$ cat src/rtl/rass_pkg.sv
// ----------------------------------------------------------------------------
// Random address search sequencer package
// Request and result types, command and frame codes, shared constants.
// ----------------------------------------------------------------------------
`default_nettype none
package rass_pkg;

    localparam int MaxDevices = 64;
    localparam int IdxW = $clog2(MaxDevices);

    typedef enum logic [2:0] {
        CMD_START  = 3'd0,
        CMD_STOP   = 3'd1,
        CMD_TICK   = 3'd2,
        CMD_CLEAR  = 3'd3,
        CMD_FRAME  = 3'd4,
        CMD_READ   = 3'd5
    } cmd_t;

    localparam logic [1:0] ST_IDLE = 2'd0;
    localparam logic [1:0] ST_RUN  = 2'd1;
    localparam logic [1:0] ST_DONE = 2'd2;

    localparam logic [1:0] EXIT_NONE    = 2'd0;
    localparam logic [1:0] EXIT_NOREPLY = 2'd1;
    localparam logic [1:0] EXIT_TOOMANY = 2'd2;
    localparam logic [1:0] EXIT_TIMEOUT = 2'd3;

    localparam logic [1:0] CFG_INIT_MODE = 2'd0;
    localparam logic [1:0] CFG_RAND_EN   = 2'd1;
    localparam logic [1:0] CFG_GLOBAL_TO = 2'd2;
    localparam logic [1:0] CFG_DEVICE_TO = 2'd3;

    typedef struct packed {
        logic [2:0] command;
        logic       lock_granted;
        logic       compare_yes;
        logic       reply_valid;
        logic [7:0] reply_value;
        logic [5:0] entry_index;
    } req_t;

    typedef struct packed {
        logic [3:0] frame_kind;
        logic [7:0] frame_data;
        logic [1:0] run_status;
        logic       success;
        logic [1:0] exit_code;
        logic [6:0] found_count;
        logic       release_lock;
        logic       start_accepted;
        logic [7:0] entry_high;
        logic [7:0] entry_mid;
        logic [7:0] entry_low;
        logic [7:0] entry_short;
    } rsp_t;

    typedef struct packed {
        logic [7:0]  init_address_mode;
        logic        randomize_enable;
        logic [15:0] global_timeout_ticks;
        logic [7:0]  device_timeout_ticks;
    } cfg_t;

    typedef struct packed {
        logic       we;
        logic [IdxW-1:0] waddr;
        logic [31:0] wdata;
    } store_wr_t;

    function automatic logic [3:0] frame_kind_of(input logic [3:0] stage,
                                                 input logic [1:0] st);
        logic [3:0] k;
        begin
            k = 4'd0;
            case (stage)
                4'd1:  k = (st == 2'd0) ? 4'd1 : (st == 2'd1) ? 4'd2 :
                           (st == 2'd2) ? 4'd3 : 4'd0;
                4'd2:  k = 4'd4 + {2'b00, st};
                4'd3:  k = (st == 2'd0) ? 4'd6 : (st == 2'd1) ? 4'd5 : 4'd0;
                4'd4:  k = (st == 2'd0) ? 4'd4 : (st == 2'd1) ? 4'd7 : 4'd0;
                4'd5:  k = (st == 2'd0) ? 4'd4 : (st == 2'd1) ? 4'd6 :
                           (st == 2'd2) ? 4'd5 : 4'd7;
                4'd6:  k = (st == 2'd0) ? 4'd4 : (st == 2'd1) ? 4'd6 : 4'd0;
                4'd7:  k = (st == 2'd0) ? 4'd5 : (st == 2'd1) ? 4'd7 : 4'd0;
                4'd8:  k = (st == 2'd0) ? 4'd5 : (st == 2'd1) ? 4'd6 :
                           (st == 2'd2) ? 4'd7 : 4'd0;
                4'd9:  k = (st == 2'd0) ? 4'd4 : (st == 2'd1) ? 4'd5 : 4'd0;
                4'd10, 4'd11: k = (st == 2'd0) ? 4'd6 : (st == 2'd1) ? 4'd7 : 4'd0;
                4'd12: k = (st == 2'd3) ? 4'd8 : 4'd4 + {2'b00, st};
                4'd13: k = (st == 2'd0) ? 4'd9 : 4'd0;
                4'd15: k = (st == 2'd0) ? 4'd1 : 4'd0;
                default: k = 4'd0;
            endcase
            return k;
        end
    endfunction

endpackage
`default_nettype wire

$ cat src/rtl/rass_ram.sv
// ----------------------------------------------------------------------------
// Generic RAM
// Single write port and one read port with registered read data.
// ----------------------------------------------------------------------------
`default_nettype none
module rass_ram #(
    parameter int Width = 32,
    parameter int Depth = 64
) (
    input  wire logic                     clk,
    input  wire logic                     we,
    input  wire logic [$clog2(Depth)-1:0] waddr,
    input  wire logic [Width-1:0]         wdata,
    input  wire logic [$clog2(Depth)-1:0] raddr,
    output logic      [Width-1:0]         rdata
);

    logic [Width-1:0] mem [Depth];

    always_ff @(posedge clk)
    begin
        if (we)
        begin
            mem[waddr] <= wdata;
        end
        rdata <= mem[raddr];
    end

endmodule
`default_nettype wire

$ cat src/rtl/rass_seq.sv
// ----------------------------------------------------------------------------
// Search sequencer
// Handles one request per cycle while fire is high: updates search state,
// builds the result and leaves entry reads to the found-device store.
// ----------------------------------------------------------------------------
`default_nettype none
module rass_seq (
    input  wire logic               clk,
    input  wire logic               rst_n,
    input  wire logic               fire,
    input  wire rass_pkg::req_t     req,
    input  wire rass_pkg::cfg_t     cfg,
    output rass_pkg::rsp_t          rsp,
    output logic                    entry_hit,
    output rass_pkg::store_wr_t     wr
);

    logic [3:0]  stage_reg, stage_next;
    logic [2:0]  step_reg, step_next;
    logic [1:0]  status_reg, status_next;
    logic [7:0]  probe_reg, probe_next;
    logic [7:0]  lower_reg, lower_next;
    logic [3:0]  left_reg, left_next;
    logic [7:0]  fh_reg, fh_next, fm_reg, fm_next, fl_reg, fl_next;
    logic        pend_reg, pend_next;
    logic [1:0]  retry_reg, retry_next;
    logic [15:0] gtim_reg, gtim_next;
    logic [7:0]  dtim_reg, dtim_next;
    logic [2:0]  flags_reg, flags_next;
    logic [6:0]  count_reg, count_next;
    logic        rok_reg, rok_next;
    logic [7:0]  rbyte_reg, rbyte_next;

    logic        running;
    logic        do_settle;
    logic        emit;
    logic        rel;
    logic        acc;
    logic [7:0]  delta;
    logic [7:0]  data;
    logic [1:0]  st;
    logic [7:0]  sh;
    logic [2:0]  step_inc;
    logic [2:0]  stage_len;

    always_comb
    begin
        stage_next = stage_reg;
        step_next  = step_reg;
        status_next = status_reg;
        probe_next = probe_reg;
        lower_next = lower_reg;
        left_next  = left_reg;
        fh_next = fh_reg;
        fm_next = fm_reg;
        fl_next = fl_reg;
        pend_next = pend_reg;
        retry_next = retry_reg;
        gtim_next = gtim_reg;
        dtim_next = dtim_reg;
        flags_next = flags_reg;
        count_next = count_reg;
        rok_next = rok_reg;
        rbyte_next = rbyte_reg;
        running = (status_reg == rass_pkg::ST_RUN);
        do_settle = 1'b0;
        emit = 1'b0;
        rel = 1'b0;
        acc = 1'b0;
        delta = 8'd0;
        stage_len = 3'd2;
        step_inc = step_reg + 3'd1;
        sh = 8'd0;
        wr.we = 1'b0;
        wr.waddr = count_reg[rass_pkg::IdxW-1:0];
        wr.wdata = 32'd0;
        entry_hit = 1'b0;

        unique case (req.command)
            rass_pkg::CMD_START:
            begin
                if (!running && req.lock_granted)
                begin
                    flags_next = 3'd0;
                    retry_next = 2'd3;
                    gtim_next = cfg.global_timeout_ticks;
                    dtim_next = cfg.device_timeout_ticks;
                    count_next = 7'd0;
                    rok_next = 1'b0;
                    rbyte_next = 8'd0;
                    status_next = rass_pkg::ST_RUN;
                    acc = 1'b1;
                    pend_next = 1'b0;
                    stage_next = 4'd1;
                    step_next = 3'd0;
                    emit = 1'b1;
                end
                else
                begin
                    status_next = rass_pkg::ST_DONE;
                end
            end
            rass_pkg::CMD_STOP:
            begin
                if (running)
                begin
                    do_settle = 1'b1;
                    emit = 1'b1;
                end
            end
            rass_pkg::CMD_TICK:
            begin
                if (running)
                begin
                    if (gtim_reg != 16'd0)
                    begin
                        gtim_next = gtim_reg - 16'd1;
                    end
                    else
                    begin
                        rel = 1'b1;
                    end
                    if (dtim_reg != 8'd0)
                    begin
                        dtim_next = dtim_reg - 8'd1;
                    end
                    else
                    begin
                        rel = 1'b1;
                    end
                    if (rel)
                    begin
                        flags_next = {rass_pkg::EXIT_TIMEOUT, 1'b0};
                        status_next = rass_pkg::ST_DONE;
                    end
                end
            end
            rass_pkg::CMD_CLEAR:
            begin
                status_next = rass_pkg::ST_IDLE;
            end
            rass_pkg::CMD_FRAME:
            begin
                if (running)
                begin
                    emit = 1'b1;
                    step_next = step_inc;
                    case (stage_reg)
                        4'd1: stage_len = cfg.randomize_enable ? 3'd3 : 3'd2;
                        4'd2, 4'd5, 4'd12: stage_len = 3'd4;
                        4'd8: stage_len = 3'd3;
                        4'd13, 4'd15: stage_len = 3'd1;
                        default: stage_len = 3'd2;
                    endcase
                    if (step_inc >= stage_len)
                    begin
                        step_next = 3'd0;
                        case (stage_reg)
                            4'd1: stage_next = 4'd2;
                            4'd2:
                            begin
                                if (req.compare_yes)
                                begin
                                    stage_next = 4'd3;
                                end
                                else
                                begin
                                    do_settle = 1'b1;
                                end
                            end
                            4'd3: stage_next = 4'd4;
                            4'd6: stage_next = 4'd7;
                            4'd9: stage_next = 4'd10;
                            4'd4, 4'd7, 4'd10:
                            begin
                                if (left_reg >= 4'd2)
                                begin
                                    delta = 8'd1 << (left_reg - 4'd2);
                                end
                                if (req.compare_yes)
                                begin
                                    probe_next = probe_reg - delta;
                                end
                                else
                                begin
                                    lower_next = probe_reg;
                                    probe_next = probe_reg + delta;
                                end
                                left_next = left_reg - 4'd1;
                                if (left_reg == 4'd1)
                                begin
                                    stage_next = stage_reg + 4'd1;
                                end
                            end
                            4'd5:
                            begin
                                fh_next = req.compare_yes ? lower_reg : lower_reg + 8'd1;
                                stage_next = 4'd6;
                            end
                            4'd8:
                            begin
                                fm_next = req.compare_yes ? lower_reg : lower_reg + 8'd1;
                                stage_next = 4'd9;
                            end
                            4'd11:
                            begin
                                fl_next = req.compare_yes ? lower_reg : lower_reg + 8'd1;
                                pend_next = 1'b1;
                                stage_next = 4'd12;
                            end
                            4'd12:
                            begin
                                rok_next = req.reply_valid;
                                rbyte_next = req.reply_value;
                                stage_next = 4'd13;
                            end
                            4'd13: do_settle = 1'b1;
                            4'd15:
                            begin
                                status_next = rass_pkg::ST_DONE;
                                rel = 1'b1;
                                emit = 1'b0;
                                step_next = step_inc;
                            end
                            default: stage_next = 4'd15;
                        endcase
                        if (stage_next == 4'd3 || stage_next == 4'd6 || stage_next == 4'd9)
                        begin
                            lower_next = 8'd0;
                            left_next = 4'd8;
                            probe_next = 8'd128;
                        end
                    end
                end
            end
            rass_pkg::CMD_READ:
            begin
                entry_hit = ({1'b0, req.entry_index} < count_reg) &&
                            ({1'b0, req.entry_index} < 7'(rass_pkg::MaxDevices));
            end
            default:
            begin
            end
        endcase

        if (do_settle)
        begin
            step_next = 3'd0;
            if (!pend_next)
            begin
                flags_next = {rass_pkg::EXIT_NONE, 1'b1};
                stage_next = 4'd15;
            end
            else if (count_reg < 7'(rass_pkg::MaxDevices))
            begin
                if (rok_next)
                begin
                    sh = (rbyte_next != 8'hFF) ? {1'b0, rbyte_next[7:1]} : 8'hFF;
                    wr.we = fire;
                    wr.wdata = {fh_next, fm_next, fl_next, sh};
                    count_next = count_reg + 7'd1;
                    dtim_next = cfg.device_timeout_ticks;
                    pend_next = 1'b0;
                    retry_next = 2'd3;
                    stage_next = 4'd2;
                end
                else if (retry_reg != 2'd0)
                begin
                    retry_next = retry_reg - 2'd1;
                    stage_next = 4'd2;
                end
                else
                begin
                    flags_next = {rass_pkg::EXIT_NOREPLY, 1'b0};
                    stage_next = 4'd15;
                end
            end
            else
            begin
                flags_next = {rass_pkg::EXIT_TOOMANY, 1'b0};
                count_next = 7'd65;
                stage_next = 4'd15;
            end
        end

        st = step_next[1:0];
        data = 8'd0;
        case (stage_next)
            4'd1: data = (st == 2'd1) ? cfg.init_address_mode : 8'd0;
            4'd2: data = (st != 2'd3) ? 8'hFF : 8'd0;
            4'd4, 4'd7, 4'd10: data = (st == 2'd0) ? probe_next : 8'd0;
            4'd5: data = (st == 2'd0) ? lower_next : (st != 2'd3) ? 8'hFF : 8'd0;
            4'd6: data = (st == 2'd0) ? fh_next : 8'd0;
            4'd8: data = (st == 2'd0) ? lower_next : (st == 2'd1) ? 8'hFF : 8'd0;
            4'd9: data = (st == 2'd0) ? fh_next : fm_next;
            4'd11: data = (st == 2'd0) ? lower_next : 8'd0;
            4'd12: data = (st == 2'd0) ? fh_next : (st == 2'd1) ? fm_next :
                          (st == 2'd2) ? fl_next : 8'd0;
            default: data = 8'd0;
        endcase

        rsp.frame_kind = emit ? rass_pkg::frame_kind_of(stage_next, st) : 4'd0;
        rsp.frame_data = emit ? data : 8'd0;
        rsp.run_status = status_next;
        rsp.success = flags_next[0];
        rsp.exit_code = flags_next[2:1];
        rsp.found_count = count_next;
        rsp.release_lock = rel;
        rsp.start_accepted = acc;
        rsp.entry_high = 8'd0;
        rsp.entry_mid = 8'd0;
        rsp.entry_low = 8'd0;
        rsp.entry_short = 8'd0;
    end

    always_ff @(posedge clk or negedge rst_n)
    begin
        if (!rst_n)
        begin
            stage_reg <= 4'd0;
            step_reg <= 3'd0;
            status_reg <= rass_pkg::ST_IDLE;
            probe_reg <= 8'd128;
            lower_reg <= 8'd0;
            left_reg <= 4'd8;
            fh_reg <= 8'd0;
            fm_reg <= 8'd0;
            fl_reg <= 8'd0;
            pend_reg <= 1'b0;
            retry_reg <= 2'd3;
            gtim_reg <= 16'd0;
            dtim_reg <= 8'd0;
            flags_reg <= 3'd0;
            count_reg <= 7'd0;
            rok_reg <= 1'b0;
            rbyte_reg <= 8'd0;
        end
        else if (fire)
        begin
            stage_reg <= stage_next;
            step_reg <= step_next;
            status_reg <= status_next;
            probe_reg <= probe_next;
            lower_reg <= lower_next;
            left_reg <= left_next;
            fh_reg <= fh_next;
            fm_reg <= fm_next;
            fl_reg <= fl_next;
            pend_reg <= pend_next;
            retry_reg <= retry_next;
            gtim_reg <= gtim_next;
            dtim_reg <= dtim_next;
            flags_reg <= flags_next;
            count_reg <= count_next;
            rok_reg <= rok_next;
            rbyte_reg <= rbyte_next;
        end
    end

endmodule
`default_nettype wire

$ cat src/rtl/random_address_search_sequencer_core.sv
// A result is presented in the cycle after its request is accepted; entry
// reads take their data from the store's registered read port in that same cycle.
// Flow: one request per cycle; a held result does not block the next request
// while the output register can be emptied in the same cycle.
// Reset: all control state and configuration registers take their reset values at
// once; the found-device store needs no clearing pass.
// ----------------------------------------------------------------------------
// Random address search sequencer
// Top level: request and result handshakes, configuration and device store.
// ----------------------------------------------------------------------------
`default_nettype none
module random_address_search_sequencer_core (
    input  wire logic            clk,
    input  wire logic            rst_n,
    input  wire logic            in_valid,
    output logic                 in_ready,
    input  wire rass_pkg::req_t  in_data,
    output logic                 out_valid,
    input  wire logic            out_ready,
    output rass_pkg::rsp_t       out_data,
    input  wire logic            cfg_valid,
    output logic                 cfg_ready,
    input  wire logic [1:0]      cfg_index,
    input  wire logic [15:0]     cfg_data
);

    rass_pkg::cfg_t      cfg_reg;
    rass_pkg::rsp_t      seq_rsp;
    rass_pkg::rsp_t      rsp_reg;
    rass_pkg::store_wr_t wr;
    logic                fire;
    logic                hit;
    logic                hit_reg;
    logic                rd_reg;
    logic                valid_reg;
    logic [31:0]         rdata;

    assign in_ready = !valid_reg || out_ready;
    assign fire = in_valid && in_ready;
    assign cfg_ready = 1'b1;

    always_ff @(posedge clk or negedge rst_n)
    begin
        if (!rst_n)
        begin
            cfg_reg.init_address_mode <= 8'd0;
            cfg_reg.randomize_enable <= 1'b0;
            cfg_reg.global_timeout_ticks <= 16'd600;
            cfg_reg.device_timeout_ticks <= 8'd30;
        end
        else if (cfg_valid)
        begin
            unique case (cfg_index)
                rass_pkg::CFG_INIT_MODE: cfg_reg.init_address_mode <= cfg_data[7:0];
                rass_pkg::CFG_RAND_EN:   cfg_reg.randomize_enable <= cfg_data[0];
                rass_pkg::CFG_GLOBAL_TO: cfg_reg.global_timeout_ticks <= cfg_data;
                rass_pkg::CFG_DEVICE_TO: cfg_reg.device_timeout_ticks <= cfg_data[7:0];
                default: ;
            endcase
        end
    end

    rass_seq u_seq (
        .clk       (clk),
        .rst_n     (rst_n),
        .fire      (fire),
        .req       (in_data),
        .cfg       (cfg_reg),
        .rsp       (seq_rsp),
        .entry_hit (hit),
        .wr        (wr)
    );

    rass_ram #(
        .Width (32),
        .Depth (rass_pkg::MaxDevices)
    ) u_store (
        .clk   (clk),
        .we    (wr.we),
        .waddr (wr.waddr),
        .wdata (wr.wdata),
        .raddr (in_data.entry_index[rass_pkg::IdxW-1:0]),
        .rdata (rdata)
    );

    always_ff @(posedge clk or negedge rst_n)
    begin
        if (!rst_n)
        begin
            valid_reg <= 1'b0;
        end
        else if (in_ready)
        begin
            valid_reg <= in_valid;
        end
    end

    always_ff @(posedge clk)
    begin
        if (fire)
        begin
            rsp_reg <= seq_rsp;
            hit_reg <= hit;
            rd_reg <= (in_data.command == rass_pkg::CMD_READ);
        end
    end

    logic [31:0] rdata_hold;
    logic        fresh_reg;

    always_ff @(posedge clk or negedge rst_n)
    begin
        if (!rst_n)
        begin
            fresh_reg <= 1'b0;
        end
        else
        begin
            fresh_reg <= fire;
        end
    end

    always_ff @(posedge clk)
    begin
        if (fresh_reg)
        begin
            rdata_hold <= rdata;
        end
    end

    logic [31:0] entry;

    always_comb
    begin
        entry = fresh_reg ? rdata : rdata_hold;
        out_data = rsp_reg;
        if (rd_reg)
        begin
            out_data.entry_high  = hit_reg ? entry[31:24] : 8'hFF;
            out_data.entry_mid   = hit_reg ? entry[23:16] : 8'hFF;
            out_data.entry_low   = hit_reg ? entry[15:8]  : 8'hFF;
            out_data.entry_short = hit_reg ? entry[7:0]   : 8'hFF;
        end
    end

    assign out_valid = valid_reg;

`ifndef SYNTHESIS
    a_start_ack: assert property (@(posedge clk) disable iff (!rst_n)
        (out_valid && out_data.start_accepted) |-> (out_data.run_status == rass_pkg::ST_RUN))
        else $error("start accepted without a running status");
    a_release_no_frame: assert property (@(posedge clk) disable iff (!rst_n)
        (out_valid && out_data.release_lock) |-> (out_data.frame_kind == 4'd0))
        else $error("lock released together with a frame");
    a_count_range: assert property (@(posedge clk) disable iff (!rst_n)
        out_valid |-> (out_data.found_count <= 7'd65))
        else $error("found count out of range");
`endif

endmodule
`default_nettype wire
$ cat config.mk
export PLATFORM = sky130hd
export DESIGN_NAME = random_address_search_sequencer_core
export DESIGN_NICKNAME = d
export VERILOG_FILES = /design/src/rtl/rass_pkg.sv /design/src/rtl/rass_ram.sv /design/src/rtl/rass_seq.sv /design/src/rtl/random_address_search_sequencer_core.sv
export SDC_FILE = /design/constraint.sdc
export NUM_CORES = 2
export LEC_CHECK = 0
export BUFFER_PORTS_ARGS = -buffer_cell sky130_fd_sc_hd__buf_2
export CORE_MARGIN = 10
export CORE_UTILIZATION = 35
export CTS_BUF_LIST = sky130_fd_sc_hd__clkbuf_16
export DETAILED_ROUTE_END_ITERATION = 6
export PLACE_DENSITY = 0.5
export SKIP_CTS_REPAIR_TIMING = 1
export SYNTH_ARGS = -nofsm -noshare
export SYNTH_HDL_FRONTEND = slang
export SYNTH_SLANG_ARGS = --single-unit
$ cat constraint.sdc
create_clock -name clk -period 10.9 [get_ports clk]
set_input_delay 1.635 -clock clk [delete_from_list [all_inputs] [get_ports clk]]
set_output_delay 1.635 -clock clk [all_outputs]
set_load 0.005 [all_outputs]
==> results.sh <==
export IMPL_cts_sinks=2274
export IMPL_cts_buffers=236
export IMPL_worstPathCellList="clkinv_1 -> ha_1 -> nor2_2 -> nor2b_1 -> o21ai_0 -> o21ai_0 -> ha_1 -> nand2_1 -> o21a_1 -> nor3_2 -> o21ai_2 -> or3_4 -> nor2_1 -> nand3_1 -> nor2_4"
export IMPL_hold_start="u_store.rdata[25]"
export IMPL_cp_required_ns=11.36
export IMPL_fp_dieW_um=529
export IMPL_status="completed"
export IMPL_grt_pass1_wl_um=342000
export IMPL_cp_max_fo=32
export IMPL_htree_levels=4
export IMPL_hpwl_um=142000
export IMPL_drv_slew=0
export IMPL_cp_num_buf_inv=1
export IMPL_num_nets_final=4687
export IMPL_die_h_um=529
export IMPL_initial_core_util_pct=35.2
export IMPL_vdd_drop_max_mv=0.180
export IMPL_synth_distinct_cells=107
export IMPL_grt_use_total_pct=16.6
export IMPL_ff2ff_path_depth=15
export IMPL_dieArea_mm2=0.280
export IMPL_clk_pin_slew_ns=0.06
export IMPL_relSlewSlack_pct=14.0
export IMPL_grt_max_degree=120
export IMPL_crit_reg2reg_launch="u_seq.stage_reg[0]"
export IMPL_first_pass_iters=5
export IMPL_top_level_ports=104
export IMPL_worstPathArrival_ns=7.52
export IMPL_fmax_ghz=0.142
export IMPL_synth_nets=4458
export IMPL_reg2reg_to="u_store.mem[46][26]"
export IMPL_fill_cells=22700
export IMPL_skew_ns=0.0387
export IMPL_reg2reg_setup_slack_ns=3.84
export IMPL_cts_buffer_depth=3
export IMPL_fin_util_pct=40.3
export IMPL_synth_ff_type="edfxtp_1"
export IMPL_drc=0
export IMPL_min_path_cells=1
export IMPL_drt_iter0_drc=4325
export IMPL_antenna_found_initial=15
export IMPL_end_kind="register"
export IMPL_min_period_ns=7.06
export IMPL_largest_reg_flops=2048
export IMPL_ant_nets=0
export IMPL_setup_worst_path_class="register to register"
export IMPL_clk_latency_ns=0.87
export IMPL_ys_ff_latch=2274
export IMPL_drive_gt1_share_pct=30.6
export IMPL_yosys_warnings=0
export IMPL_core_area_mm2=0.257
export IMPL_setup_violations=0
export IMPL_root_buffer="clkbuf_16"
export IMPL_fin_hold_ws_ns=0.466
export IMPL_grt_pass1_vias=45800
export IMPL_critical_path_max_stage_delay_ns=1.25
export IMPL_viasPerCell=5.43
export IMPL_synth_edff_count=2076
export IMPL_routabilityCongestion=0.855
export IMPL_worstSetupStartpointType="register"
export IMPL_rsz0062_at_grt="false"
export IMPL_setup_tns_ns=0
export IMPL_dr_total_vias=44500
export IMPL_hold_path_endpoint="rdata_hold[25]"
export IMPL_rows=186
export IMPL_fin_crit_sh_pct=64.7
export IMPL_yosysSeqAreaShare_pct=73.9
export IMPL_syn_inst=4377
export IMPL_syn_cell_area_mm2=0.0906
export IMPL_grt_ovfl_total=0
export IMPL_cpLargestDelayFamily="simple AND/OR/NAND/NOR gates"
export IMPL_power_density_mw_per_mm2=178
export IMPL_port_buffers=102
export IMPL_cts_tree="yes"
export IMPL_final_hold_viol_count=0
export IMPL_maxCapViolCount=0
export IMPL_wl_per_cell_um=28.8
export IMPL_worst_slew_pin_slew_ns=1.29
export IMPL_hp_class="register to register"
export IMPL_cp_slowest_cell="nor2_4"
export IMPL_synth_avg_cell_area_um2=20.7
export IMPL_wirelength_um=236000
export IMPL_leakagePower_nw=27.8
export IMPL_area_delta_synth_final_pct=14.4
export IMPL_async_flop_share_pct=5.89
cells in the final DEF (no fill, tap or decap), types with 50 or more instances in the layout:
cell / Yosys / final
o21ai_0: 115 / 115
dfrtp_1: 122 / 121
clkbuf_16: 0 / 240
edfxtp_1: 2076 / 2076
inv_1: 41 / 95
mux2_2: 81 / 81
nor2_1: 214 / 128
mux4_2: 667 / 667
clkinv_1: 2 / 50
a21oi_1: 71 / 64
dfxtp_1: 64 / 64
nor2_4: 0 / 86
buf_2: 14 / 96
nand2_1: 156 / 155
buf_4: 5 / 121
layer usage:
metal  vias to the layer above  track usage (%)  wire, um  share of wire [%]
met4                         4             3.07      4050                1.7
met5                         -                0        21             0.0089
met2                      1174             27.1    114000                 48
met3                       271             2.45     11000                4.7
met1                     24300             23.9    107000                 45
li1                      18800                -         -                  -
cell type report:
cell class,instances,area (um2),area share (%)
diodes,9,22.5,0.0217
clock inverters,192,1500,1.44
repair buffers,228,1580,1.52
clock buffers,240,6010,5.79
multi-input cells,1823,23200,22.4
inverters,43,161,0.156
flip-flops and latches,2274,67000,64.6
well taps,3384,4230,4.08
where the power goes:
group	switching [mW]	internal, mW	total, mW	leakage [nW]
combinational	0.702	0.390	1.09	6.80
sequential	0.0989	9.48	9.58	17.1
clock	3.39	4.42	7.81	3.86
total	4.19	14.3	18.5	27.8
stage by stage:
step	instances	total power [mW]	setup slack, ns	area (um2)
floorplan	4377	10.5	4.13	90600
global placement	7752	10.8	3.86	96200
detailed placement	7752	10.8	3.68	96200
CTS	8184	18.7	3.81	104000
global route	8189	19.2	3.29	104000
finish	8193	18.5	3.84	104000
cells by family (layout without fill, tap and decap cells):
logic type      after synthesis  after routing  synth area share, %
compound gates              426            426                 3.27
simple gates                563            563                 2.88
xor+xnor                     20             20                0.193
buf+inv                     280            703                 1.30
flops                      2274           2274                 73.9
fa+ha+maj                    38             38                0.533
mux                         775            775                 17.9
other cells                   1             10              0.00414
cell usage after synthesis (10+ instances only):
master,number,area [um2]
edfxtp_1,2076,62300
mux4_2,667,15000
nor2_1,214,803
nand2_1,156,586
clkbuf_1,148,556
dfrtp_1,122,3050
o21ai_0,115,576
mux2_2,81,912
a21oi_1,71,355
dfxtp_1,64,1280
buf_1,58,218
nand3_1,44,220
inv_1,41,154
ha_1,37,463
o21a_1,37,278
nor3_1,29,145
a31oi_1,26,163
mux2i_1,26,260
a22o_1,24,210
nand2b_1,18,113
a22oi_1,17,128
a221oi_1,14,123
buf_2,14,70.1
and3_1,12,75.1
dfstp_2,12,315
and2_1,11,68.8
buf_6,11,124
nand4_1,11,68.8
nor2b_1,10,62.6
xnor2_1,10,87.6
xor2_1,10,87.6
worst max path at each step:
stage,startpoint,end,slack [ns],cells after the start
6_report,u_seq.stage_reg[0],u_store.mem[46][26],3.84,15
5_1_grt,u_seq.stage_reg[0],u_store.mem[46][19],3.29,15
4_1_cts,u_seq.stage_reg[0],u_store.mem[46][18],3.81,15
3_5_place_dp,in_data[18],u_store.mem[46][19],3.68,9
3_3_place_gp,in_data[18],u_store.mem[46][19],3.86,9
2_1_floorplan,in_data[17],u_store.mem[0][7],4.13,11
worst reg2reg max path: stages (launching register included):
cell	delay, ns
dfrtp_1	0.43
clkinv_1	0.27
ha_1	0.41
nor2_2	0.27
nor2b_1	0.07
o21ai_0	0.14
o21ai_0	0.11
ha_1	0.30
nand2_1	0.06
o21a_1	0.32
nor3_2	0.97
o21ai_2	0.25
or3_4	0.63
nor2_1	0.27
nand3_1	0.86
nor2_4	1.26
(Power assumes the default switching activity.)
